$ cat src/wsd_pkg.sv
`timescale 1ns / 1ps

package wsd_pkg;

  // Parser phases, one per part of a frame.
  typedef enum logic [2:0] {
    PH_HDR1    = 3'd0,
    PH_HDR2    = 3'd1,
    PH_EXT     = 3'd2,
    PH_KEY     = 3'd3,
    PH_PAYLOAD = 3'd4,
    PH_SKIP    = 3'd5,
    PH_LEGACY  = 3'd6
  } phase_e;

  // Header and legacy framing codes.
  localparam logic [6:0] Len16Code    = 7'h7e;
  localparam logic [6:0] Len64Code    = 7'h7f;
  localparam logic [7:0] LegacyStart  = 8'h00;
  localparam logic [7:0] LegacyEnd    = 8'hff;

  // Depth of the result queue; it must hold at least two results.
  localparam int unsigned OutDepth = 4;
  localparam int unsigned OutPtrW  = $clog2(OutDepth);

  // One result item.
  typedef struct packed {
    logic [7:0] out_byte;
    logic       message_end;
    logic       empty_message;
  } result_t;

  // Results of one step: count, then up to two items in order.
  typedef struct packed {
    logic [1:0] cnt;
    result_t    r0;
    result_t    r1;
  } push_t;

endpackage

$ cat src/websocket_frame_deframer_core.sv
`timescale 1ns / 1ps

// WebSocket frame deframer.
// Received bytes enter on the s_axis channel, with tlast on the last byte of
// each chunk; a chunk carries at most one frame. Unmasked payload bytes leave
// on the m_axis channel, with tlast on the last result of a message and tuser
// set for a message with no payload bytes.
// The cfg channel writes the legacy framing enable; cfg_ready_o is always high.
// A transferred byte is held in the input register, parsed from there into
// the result queue, and its results are transferred out of the queue.
// Throughput is one byte per cycle while the receiver keeps up; a legacy chunk
// end may give two results, which the four-entry result queue absorbs.
// The parser steps only while the queue has two free entries. When the
// receiver stalls, the queue fills, the input register holds its byte and
// s_axis_tready falls; no result is lost.
// Reset clears the parser state, the queue and the legacy enable.
module websocket_frame_deframer_core import wsd_pkg::*; (
  input  logic       clk_i,
  input  logic       rst_ni,
  input  logic       cfg_valid_i,
  output logic       cfg_ready_o,
  input  logic       cfg_data_i,     // legacy_mode
  input  logic       s_axis_tvalid,
  output logic       s_axis_tready,
  input  logic [7:0] s_axis_tdata,   // [7:0] in_byte
  input  logic       s_axis_tlast,   // chunk_end
  output logic       m_axis_tvalid,
  input  logic       m_axis_tready,
  output logic [7:0] m_axis_tdata,   // [7:0] out_byte
  output logic       m_axis_tlast,   // message_end
  output logic       m_axis_tuser    // [0] empty_message
);

  logic       legacy_q;
  logic       in_valid_q, in_valid_d;
  logic [7:0] in_byte_q;
  logic       in_ce_q;
  logic       room;
  logic       fire;
  logic       in_xfer;
  push_t      push;
  result_t    res;

  assign cfg_ready_o = 1'b1;

  // Configuration register.
  always_ff @(posedge clk_i or negedge rst_ni) begin
    if (!rst_ni) begin
      legacy_q <= 1'b0;
    end else if (cfg_valid_i) begin
      legacy_q <= cfg_data_i;
    end
  end

  // Input register: refilled in the same cycle that its byte is parsed.
  assign fire          = in_valid_q && room;
  assign s_axis_tready = !in_valid_q || room;
  assign in_xfer       = s_axis_tvalid && s_axis_tready;

  always_comb begin
    in_valid_d = in_valid_q;
    if (in_xfer) begin
      in_valid_d = 1'b1;
    end else if (fire) begin
      in_valid_d = 1'b0;
    end
  end

  always_ff @(posedge clk_i or negedge rst_ni) begin
    if (!rst_ni) begin
      in_valid_q <= 1'b0;
    end else begin
      in_valid_q <= in_valid_d;
    end
  end

  always_ff @(posedge clk_i) begin
    if (in_xfer) begin
      in_byte_q <= s_axis_tdata;
      in_ce_q   <= s_axis_tlast;
    end
  end

  wsd_parser u_parser (
    .clk_i         (clk_i),
    .rst_ni        (rst_ni),
    .fire_i        (fire),
    .byte_i        (in_byte_q),
    .chunk_end_i   (in_ce_q),
    .legacy_mode_i (legacy_q),
    .push_o        (push)
  );

  wsd_out_fifo u_out_fifo (
    .clk_i   (clk_i),
    .rst_ni  (rst_ni),
    .push_i  (fire ? push : '0),
    .room_o  (room),
    .valid_o (m_axis_tvalid),
    .ready_i (m_axis_tready),
    .data_o  (res)
  );

  assign m_axis_tdata = res.out_byte;
  assign m_axis_tlast = res.message_end;
  assign m_axis_tuser = res.empty_message;

endmodule

$ cat src/wsd_parser.sv
`timescale 1ns / 1ps

module wsd_parser import wsd_pkg::*; (
  input  logic       clk_i,
  input  logic       rst_ni,
  input  logic       fire_i,
  input  logic [7:0] byte_i,
  input  logic       chunk_end_i,
  input  logic       legacy_mode_i,
  output push_t      push_o
);

  phase_e      phase_q, phase_d;
  logic        final_q, final_d;
  logic        masked_q, masked_d;
  logic [63:0] rem_q, rem_d;
  logic [2:0]  ext_q, ext_d;
  logic [31:0] key_q, key_d;
  logic [1:0]  kpos_q, kpos_d;
  logic [7:0]  held_q, held_d;
  logic        held_valid_q, held_valid_d;
  push_t       push;

  // State registers, updated only when an item is processed.
  always_ff @(posedge clk_i or negedge rst_ni) begin
    if (!rst_ni) begin
      phase_q      <= PH_HDR1;
      final_q      <= 1'b0;
      masked_q     <= 1'b0;
      rem_q        <= '0;
      ext_q        <= '0;
      key_q        <= '0;
      kpos_q       <= '0;
      held_q       <= '0;
      held_valid_q <= 1'b0;
    end else if (fire_i) begin
      phase_q      <= phase_d;
      final_q      <= final_d;
      masked_q     <= masked_d;
      rem_q        <= rem_d;
      ext_q        <= ext_d;
      key_q        <= key_d;
      kpos_q       <= kpos_d;
      held_q       <= held_d;
      held_valid_q <= held_valid_d;
    end
  end

  // One step of the deframer for the current byte.
  always_comb begin
    logic       len_done;
    logic       start;
    logic       last;
    logic       pending;
    logic [7:0] key_byte;
    logic [7:0] v;
    phase_d      = phase_q;
    final_d      = final_q;
    masked_d     = masked_q;
    rem_d        = rem_q;
    ext_d        = ext_q;
    key_d        = key_q;
    kpos_d       = kpos_q;
    held_d       = held_q;
    held_valid_d = held_valid_q;
    push         = '0;
    len_done     = 1'b0;
    start        = 1'b0;
    last         = 1'b0;
    pending      = 1'b0;
    v            = byte_i;

    case (kpos_q)
      2'd0:    key_byte = key_q[31:24];
      2'd1:    key_byte = key_q[23:16];
      2'd2:    key_byte = key_q[15:8];
      default: key_byte = key_q[7:0];
    endcase

    case (phase_q)
      PH_HDR2: begin
        masked_d = byte_i[7];
        if (byte_i[6:0] == Len16Code) begin
          rem_d   = '0;
          ext_d   = 3'd1;
          phase_d = PH_EXT;
        end else if (byte_i[6:0] == Len64Code) begin
          rem_d   = '0;
          ext_d   = 3'd7;
          phase_d = PH_EXT;
        end else begin
          rem_d    = {57'd0, byte_i[6:0]};
          len_done = 1'b1;
        end
      end
      PH_EXT: begin
        rem_d = {rem_q[55:0], byte_i};
        if (ext_q == 3'd0) begin
          len_done = 1'b1;
        end else begin
          ext_d = ext_q - 3'd1;
        end
      end
      PH_KEY: begin
        key_d = {key_q[23:0], byte_i};
        if (kpos_q == 2'd3) begin
          start = 1'b1;
        end else begin
          kpos_d = kpos_q + 2'd1;
        end
      end
      PH_PAYLOAD: begin
        if (masked_q) begin
          v = byte_i ^ key_byte;
        end
        kpos_d   = kpos_q + 2'd1;
        rem_d    = rem_q - 64'd1;
        last     = (rem_d == 64'd0) || chunk_end_i;
        push.cnt = 2'd1;
        push.r0  = '{out_byte: v, message_end: last, empty_message: 1'b0};
        if (last) begin
          phase_d = PH_SKIP;
        end
      end
      PH_SKIP: begin
      end
      PH_LEGACY: begin
        if (chunk_end_i) begin
          if (held_valid_q) begin
            push.cnt = 2'd1;
            push.r0  = '{out_byte: held_q, message_end: (byte_i == LegacyEnd),
                         empty_message: 1'b0};
          end
          if (byte_i != LegacyEnd) begin
            if (held_valid_q) begin
              push.r1 = '{out_byte: byte_i, message_end: 1'b1, empty_message: 1'b0};
            end else begin
              push.r0 = '{out_byte: byte_i, message_end: 1'b1, empty_message: 1'b0};
            end
            push.cnt = push.cnt + 2'd1;
          end
          if (push.cnt == 2'd0) begin
            push.cnt = 2'd1;
            push.r0  = '{out_byte: 8'd0, message_end: 1'b1, empty_message: 1'b1};
          end
          held_valid_d = 1'b0;
          phase_d      = PH_HDR1;
        end else begin
          if (held_valid_q) begin
            push.cnt = 2'd1;
            push.r0  = '{out_byte: held_q, message_end: 1'b0, empty_message: 1'b0};
          end
          held_d       = byte_i;
          held_valid_d = 1'b1;
        end
      end
      default: begin
        if (legacy_mode_i && (byte_i == LegacyStart)) begin
          held_valid_d = 1'b0;
          phase_d      = PH_LEGACY;
        end else begin
          final_d = byte_i[7];
          phase_d = byte_i[7] ? PH_HDR2 : PH_SKIP;
        end
      end
    endcase

    // Length complete: read the key if the frame is masked.
    if (len_done) begin
      if (masked_d) begin
        kpos_d  = '0;
        key_d   = '0;
        phase_d = PH_KEY;
      end else begin
        start = 1'b1;
      end
    end

    // Header complete: a zero length gives an empty message at once.
    if (start) begin
      kpos_d = '0;
      if (rem_d == 64'd0) begin
        push.cnt = 2'd1;
        push.r0  = '{out_byte: 8'd0, message_end: 1'b1, empty_message: 1'b1};
        phase_d  = PH_SKIP;
      end else begin
        phase_d = PH_PAYLOAD;
      end
    end

    // Chunk end closes any open message and restarts the parser.
    if (chunk_end_i) begin
      pending = (phase_d == PH_LEGACY) ||
                (final_d && (phase_d inside {PH_HDR2, PH_EXT, PH_KEY, PH_PAYLOAD}));
      if (pending && (push.cnt == 2'd0)) begin
        push.cnt = 2'd1;
        push.r0  = '{out_byte: 8'd0, message_end: 1'b1, empty_message: 1'b1};
      end
      phase_d      = PH_HDR1;
      held_valid_d = 1'b0;
    end
  end

  assign push_o = push;

  // Two results come only from a legacy chunk end.
  a_two_only_legacy: assert property (@(posedge clk_i) disable iff (!rst_ni)
    (fire_i && (push.cnt == 2'd2)) |-> (phase_q == PH_LEGACY && chunk_end_i))
    else $error("two results outside a legacy chunk end");

  // After a chunk end the parser waits for a first header byte.
  a_chunk_restart: assert property (@(posedge clk_i) disable iff (!rst_ni)
    (fire_i && chunk_end_i) |=> (phase_q == PH_HDR1 && !held_valid_q))
    else $error("parser not restarted after chunk end");

endmodule

$ cat src/wsd_out_fifo.sv
`timescale 1ns / 1ps

module wsd_out_fifo import wsd_pkg::*; (
  input  logic    clk_i,
  input  logic    rst_ni,
  input  push_t   push_i,
  output logic    room_o,
  output logic    valid_o,
  input  logic    ready_i,
  output result_t data_o
);

  result_t              mem_q [OutDepth];
  logic [OutPtrW-1:0]   wptr_q, wptr_d;
  logic [OutPtrW-1:0]   rptr_q, rptr_d;
  logic [OutPtrW:0]     count_q, count_d;
  logic                 pop;

  assign pop     = valid_o && ready_i;
  assign valid_o = (count_q != '0);
  assign data_o  = mem_q[rptr_q];
  // Room for the worst case of two results from one step.
  assign room_o  = (count_q <= (OutPtrW+1)'(OutDepth - 2));

  // Pointer and fill count updates.
  always_comb begin
    wptr_d  = wptr_q + OutPtrW'(push_i.cnt);
    rptr_d  = pop ? rptr_q + OutPtrW'(1) : rptr_q;
    count_d = count_q + (OutPtrW+1)'(push_i.cnt) - (OutPtrW+1)'(pop);
  end

  always_ff @(posedge clk_i or negedge rst_ni) begin
    if (!rst_ni) begin
      wptr_q  <= '0;
      rptr_q  <= '0;
      count_q <= '0;
    end else begin
      wptr_q  <= wptr_d;
      rptr_q  <= rptr_d;
      count_q <= count_d;
    end
  end

  // Result storage; the second result goes to the following entry.
  always_ff @(posedge clk_i) begin
    if (push_i.cnt != 2'd0) begin
      mem_q[wptr_q] <= push_i.r0;
    end
    if (push_i.cnt == 2'd2) begin
      mem_q[wptr_q + OutPtrW'(1)] <= push_i.r1;
    end
  end

  a_no_overflow: assert property (@(posedge clk_i) disable iff (!rst_ni)
    (push_i.cnt != 2'd0) |-> (count_q <= (OutPtrW+1)'(OutDepth - 2)))
    else $error("result queue written without room");

  a_count_bound: assert property (@(posedge clk_i) disable iff (!rst_ni)
    count_q <= (OutPtrW+1)'(OutDepth))
    else $error("result queue count out of range");

endmodule
$ cat config.mk
export PLATFORM = sky130hd
export DESIGN_NAME = websocket_frame_deframer_core
export DESIGN_NICKNAME = d
export VERILOG_FILES = /design/src/wsd_pkg.sv /design/src/websocket_frame_deframer_core.sv /design/src/wsd_parser.sv /design/src/wsd_out_fifo.sv
export SDC_FILE = /design/constraint.sdc
export NUM_CORES = 1
export LEC_CHECK = 0
export ABC_CLOCK_PERIOD_IN_PS = 11900
export BUFFER_PORTS_ARGS = -buffer_cell sky130_fd_sc_hd__buf_2
export CORE_ASPECT_RATIO = 0.8
export CORE_MARGIN = 2
export CORE_UTILIZATION = 40
export DETAILED_ROUTE_END_ITERATION = 12
export PLACE_DENSITY = 0.54
export REMOVE_ABC_BUFFERS = 1
export SLEW_MARGIN = 20
export SYNTH_ARGS = -nofsm -noshare
export SYNTH_HDL_FRONTEND = slang
export SYNTH_HIERARCHICAL = 1
export SYNTH_SLANG_ARGS = --single-unit
export TNS_END_PERCENT = 20
$ cat constraint.sdc
create_clock -name clk_i -period 11.9 [get_ports clk_i]
set_clock_uncertainty 0.2 [all_clocks]
set_input_delay 2.38 -clock clk_i [delete_from_list [all_inputs] [get_ports clk_i]]
set_output_delay 2.38 -clock clk_i [all_outputs]
set_load 0.05 [all_outputs]
==> results.json, run 1 <==
{
  "status": "completed",
  "rr_startpoint": "u_parser/rem_q[24]",
  "min-delay-start": "u_parser/ext_q[1]",
  "rsz0062_at_grt": "no",
  "antenna_found_initial": 1,
  "syn_area_mm2": 0.01340,
  "rrSetupSlack_ps": 4470,
  "cp-start-kind": "flip-flop",
  "postSynthAreaPerCell_um2": 8.558,
  "numCtsBuffers": 17,
  "power_density_mw_per_mm2": 268.7,
  "die_w_um": 208.6,
  "yosysUniqueCellTypes": 93,
  "die_area_mm2": 0.03499,
  "synth_warnings": 6,
  "min_path_cells": 1,
  "via_per_inst": 6.833,
  "areaGrowthSynthToFinish_pct": 5.807,
  "grt_max_degree": 85,
  "cts_num_sinks": 173,
  "ys_ff_latch": 173,
  "drc": 0,
  "firstDrtPassIters": 8,
  "relSlewSlack_pct": 23.61,
  "synth_common_cells": "nand2_1 (200), clkbuf_1 (129), dfrtp_1 (124)",
  "initial_core_util_pct": 40.89,
  "seq_area_frac_synth_pct": 34.13,
  "hold_buffers": 0,
  "fin_setup_tns_ps": 0,
  "path_class": "flip-flop to flip-flop",
  "drive_above_1_share_pct": 13.94,
  "setup_viol": 0,
  "post-synth-top-area-cell": "dfrtp_1",
  "leakagePower_nw": 5.313,
  "hold_slack_ps": 278.1,
  "cts-root-buf": "clkbuf_16",
  "netlist_instances": 1566,
  "routedWlPerCell_um": 27.33,
  "grt_pass1_wl_mm": 78.83,
  "pre_cts_slack_ps": 4991,
  "h-tree-depth": 4,
  "antenna_left": 0,
  "slew_violations": 0,
  "cpMaxStageDelayCell": "nor4_1",
  "globalplace.congestion": 1.032,
  "critical_path.most_common_cell": "nor4_1",
  "clk_pin_slew_ps": 80,
  "hold_path.class": "flip-flop to flip-flop",
  "grt_overflow": 0,
  "worst_pin_slew_ps": 1135,
  "antenna_cells": 0,
  "r2r_end": "u_out_fifo/mem_q[1][2]",
  "power_mw": 3.811,
  "required_ps": 11770,
  "cts_buffer_depth": 2,
  "cp_slowest_stage_delay_ps": 1020,
  "fin_crit_sh_pct": 62.46,
  "port_buffers": 26,
  "hold_viol": 0,
  "cts_tree": "yes",
  "synth.top_cell.area_share_pct": 23.15,
  "drv_cap": 0,
  "postCtsSetupRepairBufs": 0,
  "synth_ff_type": "dfrtp_1",
  "yosysMostFrequentCell": "nand2_1",
  "vias": 13070,
  "dpl.hpwl_mm": 35.89,
  "clkLatencyLatePin_ps": 450,
  "synth_area_leaders": "dfrtp_1 (23%), edfxtp_1 (11%), nand2_1 (5.6%)",
  "critPathMaxFanout": 12,
  "io_pins": 28,
  "drtIter0Drc": 1983,
  "min_period_ps": 7433,
  "ir_worst_vdd_mv": 0.09710,
  "fin_nets": 1503,
  "first_global_vias": 11990,
  "rows": 59,
  "end_kind": "flip-flop",
  "finalWorstSetupSlack_ps": 4467,
  "drt_wl_total_mm": 52.25,
  "reg2reg_depth": 12,
  "synth_edf_count": 49,
  "cts_resized": 0,
  "gr-usage-all-layers_pct": 29.72,
  "async_flop_share_pct": 71.68,
  "whs_endpoint": "u_parser/ext_q[1]",
  "fmax_mhz": 134.5,
  "cp.arrival_ps": 7300,
  "core_area_mm2": 0.03278,
  "die_y_um": 167.7,
  "crit_path_cell_trace": "nor4_1, nand4_1, nor4_1, xor2_1, nor4_1, nand4_1, nor4_1, o32ai_1, nand3_1, and3_1, mux2i_1, nor2_1"
}
==> worst max-delay path by stage <==
stage | end | startpoint | depth (start not counted) | slack, ps
2_1_floorplan | u_out_fifo/mem_q[0][0] | u_parser/phase_q[2] | 12 | 4230
3_3_place_gp | u_out_fifo/mem_q[3][7] | u_parser/rem_q[24] | 12 | 5050
3_5_place_dp | u_out_fifo/mem_q[3][2] | u_parser/rem_q[24] | 12 | 4990
4_1_cts | u_out_fifo/mem_q[3][2] | u_parser/rem_q[24] | 12 | 4960
5_1_grt | u_out_fifo/mem_q[3][6] | u_parser/rem_q[24] | 12 | 4370
6_report | u_out_fifo/mem_q[1][2] | u_parser/rem_q[24] | 12 | 4470
==> worst max-delay path: cells and delay by family (launching register included) <==
kind            cells  cell delay (ps)
simple gates        9             5580
flops               1              610
compound gates      1              240
xor+xnor            1              230
mux                 1              160
==> routing by layer <==
metal	up-vias	wire, um	track usage, %
met5	-	13	0
met4	2	1450	9.193
met3	122	6465	8.627
met2	913	20470	39.67
met1	6314	23860	45.32
li1	5714	-	-
==> report_power, final <==
| part | leakage (nW) | total (mW) | internal, mW | switching, mW |
|---|---|---|---|---|
| logic | 2.93 | 2.04 | 0.707 | 1.34 |
| registers | 2.10 | 1.20 | 0.779 | 0.421 |
| clock network | 0.282 | 0.567 | 0.284 | 0.282 |
| total | 5.31 | 3.81 | 1.77 | 2.04 |
==> cell families after synthesis <==
logic type | after synthesis | synth area share (%)
compound gates | 441 | 22.58
xor+xnor | 42 | 2.745
fa+ha+maj | 17 | 1.625
simple gates | 596 | 23.30
mux | 92 | 9.243
other cells | 2 | 0.05604
flops | 173 | 34.13
buf+inv | 203 | 6.321
==> layout by cell type, fill, tap and decap left out, types with 36 or more instances in the layout <==
master	count
a21oi_1	99
dfrtp_1	121
edfxtp_1	49
mux2_2	38
nand2_1	200
nand3_1	36
nand4_1	37
nor2_1	87
nor3_1	37
nor4_1	45
o21ai_0	79
==> per-stage QoR <==
step / cells / cell area [um2] / utilization (%)
final: 1912 / 14180 / 43.26
after global routing: 1912 / 14180 / 43.26
after CTS: 1912 / 14180 / 43.26
after detailed placement: 1880 / 13620 / 41.54
after global placement: 1880 / 13620 / 41.54
after floorplan: 1396 / 12680 / -
==> registers in the layout (all words and copies together) (netlist names) <==
name and count:
u_out_fifo/count_q 3, u_parser/rem_q 64, in_byte_q 8, in_valid_q 1
u_out_fifo/mem_q 40, legacy_q 1, u_parser/masked_q 1, u_parser/kpos_q 2
u_parser/key_q 32, u_parser/held_q 8, u_parser/ext_q 3, u_out_fifo/wptr_q 2
u_parser/phase_q 3, u_parser/final_q 1, u_parser/held_valid_q 1, u_out_fifo/rptr_q 2
in_ce_q 1
==> layout make-up <==
class                   count  area (um2)
clock buffers              19       444.2
inverters                  33       123.9
fillers                  3273       18600
clock inverters            13       120.1
well taps                 427       534.3
flip-flops and latches    173        4578
repair buffers             57       369.1
multi-input cells        1190        8010
No activity file was read; power rests on OpenSTA's default activity.
==> inputs of run 2 (changes only) <==
- ABC_CLOCK_PERIOD_IN_PS: 11900 -> 7700
- clock period: 11.9 -> 7.7 ns (I/O delays scaled with it)
==> run 2 against run 1 <==
Net effect:
- global-route usage rose by 0.66 points
- first-iteration DRC count rose by 11%
- largest power group unchanged
- fmax rose by 2.3%
- utilization rose by 0.37 points
- sequential cell count did not move
==> results.json, run 2 (same netlist as run 1, synthesis figures left out) <==
{
  "worst_pin_slew_ps": 1194,
  "required_ps": 7570,
  "leakagePower_nw": 5.382,
  "drv_cap": 0,
  "via_per_inst": 6.825,
  "h-tree-depth": 4,
  "io_pins": 28,
  "hold_slack_ps": 281.8,
  "drtIter0Drc": 2199,
  "cts_resized": 0,
  "r2r_end": "u_out_fifo/mem_q[1][1]",
  "numCtsBuffers": 17,
  "routedWlPerCell_um": 27.49,
  "hold_buffers": 0,
  "die_y_um": 167.7,
  "critPathMaxFanout": 15,
  "dp_cells": 1897,
  "grt_max_degree": 87,
  "setup_viol": 0,
  "die_area_mm2": 0.03499,
  "initial_core_util_pct": 40.89,
  "top_register": "u_parser/rem_q",
  "end_kind": "flip-flop",
  "rows": 59,
  "drc": 0,
  "antenna_found_initial": 3,
  "finalWorstSetupSlack_ps": 430.6,
  "first_global_vias": 12140,
  "port_buffers": 26,
  "vias": 13170,
  "status": "completed",
  "cts_buffer_depth": 2,
  "fin_nets": 1520,
  "hold_path.class": "flip-flop to flip-flop",
  "grt_pass1_wl_mm": 80.39,
  "critPathLaunch": "u_parser/rem_q[0]",
  "rr_startpoint": "u_parser/rem_q[0]",
  "min-delay-start": "u_parser/ext_q[1]",
  "fmax_mhz": 137.6,
  "path_class": "flip-flop to flip-flop",
  "min_path_cells": 1,
  "cts-root-buf": "clkbuf_16",
  "slew_violations": 0,
  "firstDrtPassIters": 6,
  "gr-usage-all-layers_pct": 30.38,
  "core_area_mm2": 0.03278,
  "fill_cells": 3289,
  "whs_endpoint": "u_parser/ext_q[1]",
  "wl_met2_mm": 20.67,
  "fin_cells": 1930,
  "rrSetupSlack_ps": 430,
  "cp-start-kind": "flip-flop",
  "drive_above_1_share_pct": 14.71,
  "fin_setup_tns_ps": 0,
  "clk_pin_slew_ps": 70,
  "cts_tree": "yes",
  "multi_input_area_mm2": 0.008013,
  "reg2reg_depth": 12,
  "drt_wl_total_mm": 53.06,
  "top_layer_used": "met4",
  "ir_worst_vdd_mv": 0.1908,
  "dr_wl_met3_mm": 6.472,
  "cts_num_sinks": 173,
  "antenna_left": 0,
  "layout_common_cells": "nand2_1 (200), dfrtp_1 (121), a21oi_1 (100)",
  "globalplace.congestion": 1.007,
  "dpl.hpwl_mm": 36.95,
  "largest_reg_flops": 64,
  "drt-met1-wl_mm": 24.68,
  "die_w_um": 208.6,
  "pre_cts_slack_ps": 736.3,
  "reg_top3": "u_parser/rem_q (64), u_out_fifo/mem_q (40), u_parser/key_q (32)",
  "fin_crit_sh_pct": 94.41,
  "power_mw": 5.948,
  "min_period_ps": 7269,
  "seq_area_mm2": 0.004578,
  "hold_viol": 0,
  "clkLatencyLatePin_ps": 450,
  "relSlewSlack_pct": 19.30,
  "areaGrowthSynthToFinish_pct": 6.713,
  "cp.arrival_ps": 7140,
  "rsz0062_at_grt": "no",
  "postCtsSetupRepairBufs": 0,
  "power_density_mw_per_mm2": 415.9,
  "grt_overflow": 0,
  "final_common_cell": "nand2_1"
}
-- run 2: how the worst max path moves through the flow --
stage | to | slack [ps] | cells past startpoint
floorplan | u_out_fifo/mem_q[0][0] | 30 | 12
global placement | u_out_fifo/mem_q[1][7] | 800 | 12
detailed placement | u_out_fifo/mem_q[1][2] | 740 | 12
CTS | u_out_fifo/mem_q[1][3] | 740 | 12
global route | u_out_fifo/mem_q[1][3] | 400 | 12
finish | u_out_fifo/mem_q[1][1] | 430 | 12
-- run 2: final cells by class --
cell class                      count  area share (%)
Clock inverter                     14          0.8661
Multi-Input combinational cell   1190           56.03
Timing Repair Buffer               74           3.473
Antenna cell                        1         0.01750
Clock buffer                       18           3.001
Tap cell                          427           3.736
Inverter                           33          0.8661
Sequential cell                   173           32.01
-- run 2: power breakdown --
part	switching [mW]	leakage [nW]	total (mW)	internal, mW
sequential	0.564	2.10	1.77	1.20
combinational	2.20	3.02	3.32	1.12
clock	0.430	0.263	0.856	0.426
-- run 2: per-stage QoR --
step,cell area [um2],utilization [%]
5_1_grt,14300,43.63
3_5_place_dp,13750,41.94
4_1_cts,14300,43.63
2_1_floorplan,12680,-
6_report,14300,43.63
3_3_place_gp,13750,41.94
-- run 2: routing by layer --
metal	up-vias	track usage, %
li1	5739	-
met1	6422	47.57
met2	895	39.86
met3	116	8.196
met4	0	8.696
met5	-	0
-- run 2: worst max-delay path: stages, from the launching register on --
cell and delay [ps]:
dfrtp_1 470, or4_1 730, or4_4 730, nor3_2 890
a31oi_1 220, a221oi_1 930, o31ai_1 270, nor4_1 590
nand4_2 270, nand3_1 160, and3_1 440, mux2i_1 160
nor2_1 800
==> inputs of run 3 (changes only) <==
- CORE_ASPECT_RATIO: 0.8 -> default
- SLEW_MARGIN: 20 -> 40
==> run 3 against run 2 <==
Net effect:
- fmax grew 7.9%
- worst hold slack lost 1.4 ps
- clock power shrank 2%
- via count shrank 1.4%
- global-route usage shrank 1.4 points
- setup slack gained 530 ps
- sequential share of layout area shrank 0.11 points
- utilization shrank 0.51 points
- wire length shrank 3.6%
- first-iteration DRC count shrank 12%
- die area is essentially flat
- highest routed layer unchanged
- sequential power grew 4%
==> results.json, run 3 (same netlist as run 1, synthesis figures left out) <==
{
  "min_path_cells": 1,
  "clk_pin_slew_ps": 70,
  "rrSetupSlack_ps": 960,
  "drtIter0Drc": 1941,
  "min-delay-start": "u_parser/ext_q[1]",
  "grt_util_met3_pct": 4.784,
  "use_met1_pct": 43.80,
  "fmax_mhz": 148.4,
  "ir_worst_vdd_mv": 0.1961,
  "top_register": "u_parser/rem_q",
  "dpl.hpwl_mm": 35.44,
  "whs_endpoint": "u_parser/ext_q[1]",
  "slew_violations": 0,
  "required_ps": 7700,
  "antenna_cells": 0,
  "postCtsSetupRepairBufs": 0,
  "h-tree-depth": 4,
  "largest_reg_flops": 64,
  "dp_cells": 1912,
  "die_y_um": 187.0,
  "cts_num_sinks": 173,
  "drc": 0,
  "cts_tree": "yes",
  "globalplace.congestion": 1.022,
  "core_area_mm2": 0.03328,
  "clkLatencyLatePin_ps": 470,
  "gr-usage-all-layers_pct": 28.99,
  "relSlewSlack_pct": 38.80,
  "grt_pass1_wl_mm": 78.08,
  "cts-root-buf": "clkbuf_16",
  "firstDrtPassIters": 8,
  "pre_cts_slack_ps": 934.6,
  "status": "completed",
  "die_area_mm2": 0.03498,
  "rr_startpoint": "u_parser/rem_q[0]",
  "cts_resized": 0,
  "drive_above_1_share_pct": 14.89,
  "grt-busiest-layer": "met1",
  "fin_nets": 1516,
  "numCtsBuffers": 17,
  "port_buffers": 26,
  "cp-start-kind": "flip-flop",
  "routedWlPerCell_um": 26.29,
  "reg_top3": "u_parser/rem_q (64), u_out_fifo/mem_q (40), u_parser/key_q (32)",
  "die_w_um": 187.0,
  "vias": 12990,
  "cts_buffer_depth": 2,
  "initial_core_util_pct": 40.27,
  "reg2reg_depth": 12,
  "drv_cap": 0,
  "grt_overflow": 0,
  "power_density_mw_per_mm2": 408.9,
  "finalWorstSetupSlack_ps": 962.0,
  "io_pins": 28,
  "min_period_ps": 6738,
  "path_class": "flip-flop to flip-flop",
  "layout_common_cells": "nand2_1 (200), dfrtp_1 (121), a21oi_1 (100)",
  "setup_viol": 0,
  "via_per_inst": 6.677,
  "hold_path.class": "flip-flop to flip-flop",
  "end_kind": "flip-flop",
  "worst_pin_slew_ps": 918.1,
  "hold_buffers": 0,
  "final_common_cell": "nand2_1",
  "fin_crit_sh_pct": 87.51,
  "grt_util_met2_pct": 41.09,
  "fin_cells": 1946,
  "rsz0062_at_grt": "no",
  "fin_setup_tns_ps": 0,
  "rows": 67,
  "antenna_found_initial": 0,
  "first_global_vias": 12030,
  "antenna_left": 0,
  "leakagePower_nw": 5.395,
  "drt_wl_total_mm": 51.15,
  "r2r_end": "u_out_fifo/mem_q[0][9]",
  "hold_viol": 0,
  "areaGrowthSynthToFinish_pct": 7.095,
  "grt_max_degree": 78,
  "cp.arrival_ps": 6740,
  "critPathMaxFanout": 11
}
## run 3: cell count changes in the layout (fill, tap and decap cells not counted), sizes merged
cell      before  now
clkinvlp       3    2
clkbuf        18   19
buf           74   69
clkinv         5    8
diode          1    0
inv           39   37
## run 3: critical path, cell delays in order, from the launching register on
cell and delay, ps:
dfrtp_1 470, or4_1 730, nor4_2 810, nand3_1 590
or4_1 620, o311ai_0 230, nand4_1 240, nor4_1 530
nand4_2 370, nand3_1 180, and3_1 440, nand4b_1 650
mux2_2 410
## run 3: per-stage QoR
stage	area, um2	hold WS, ps	utilization [%]	power [mW]
final	14350	280.4	43.13	5.868
after global routing	14350	310.7	43.13	6.161
after CTS	14280	290.9	42.92	5.749
after detailed placement	13740	273.3	41.30	4.892
after global placement	13720	260.7	41.23	4.893
after floorplan	12680	249.7	-	3.669
## run 3: worst max-delay path by stage
stage | cells past startpoint | slack [ps] | end | startpoint
floorplan | 12 | 30 | u_out_fifo/mem_q[0][0] | u_parser/phase_q[2]
global placement | 12 | 860 | u_out_fifo/mem_q[0][9] | u_parser/rem_q[30]
finish | 12 | 960 | u_out_fifo/mem_q[0][9] | u_parser/rem_q[0]
detailed placement | 12 | 930 | u_out_fifo/mem_q[0][9] | u_parser/rem_q[30]
CTS | 12 | 930 | u_out_fifo/mem_q[0][9] | u_parser/rem_q[30]
global route | 13 | 810 | u_out_fifo/mem_q[0][2] | u_parser/rem_q[0]
## run 3: cell type report
cell class,count,area [um2]
Timing Repair Buffer,70,489.2
Sequential cell,173,4578
Fill cell,3330,18930
Inverter,33,123.9
Clock inverter,14,110.1
Multi-Input combinational cell,1190,8061
Clock buffer,18,429.2
Tap cell,448,560.5
## run 3: per-layer routing
layer  vias up  share of wire (%)
met5         -                  0
met4         0                3.3
met3       118                8.8
met2       756                 42
met1      6378                 46
li1       5742                  -
## run 3: where the power goes
part / total, mW / switching, mW / internal (mW)
Combinational: 3.19 / 2.06 / 1.13
Clock: 0.842 / 0.423 / 0.420
Sequential: 1.84 / 0.635 / 1.20
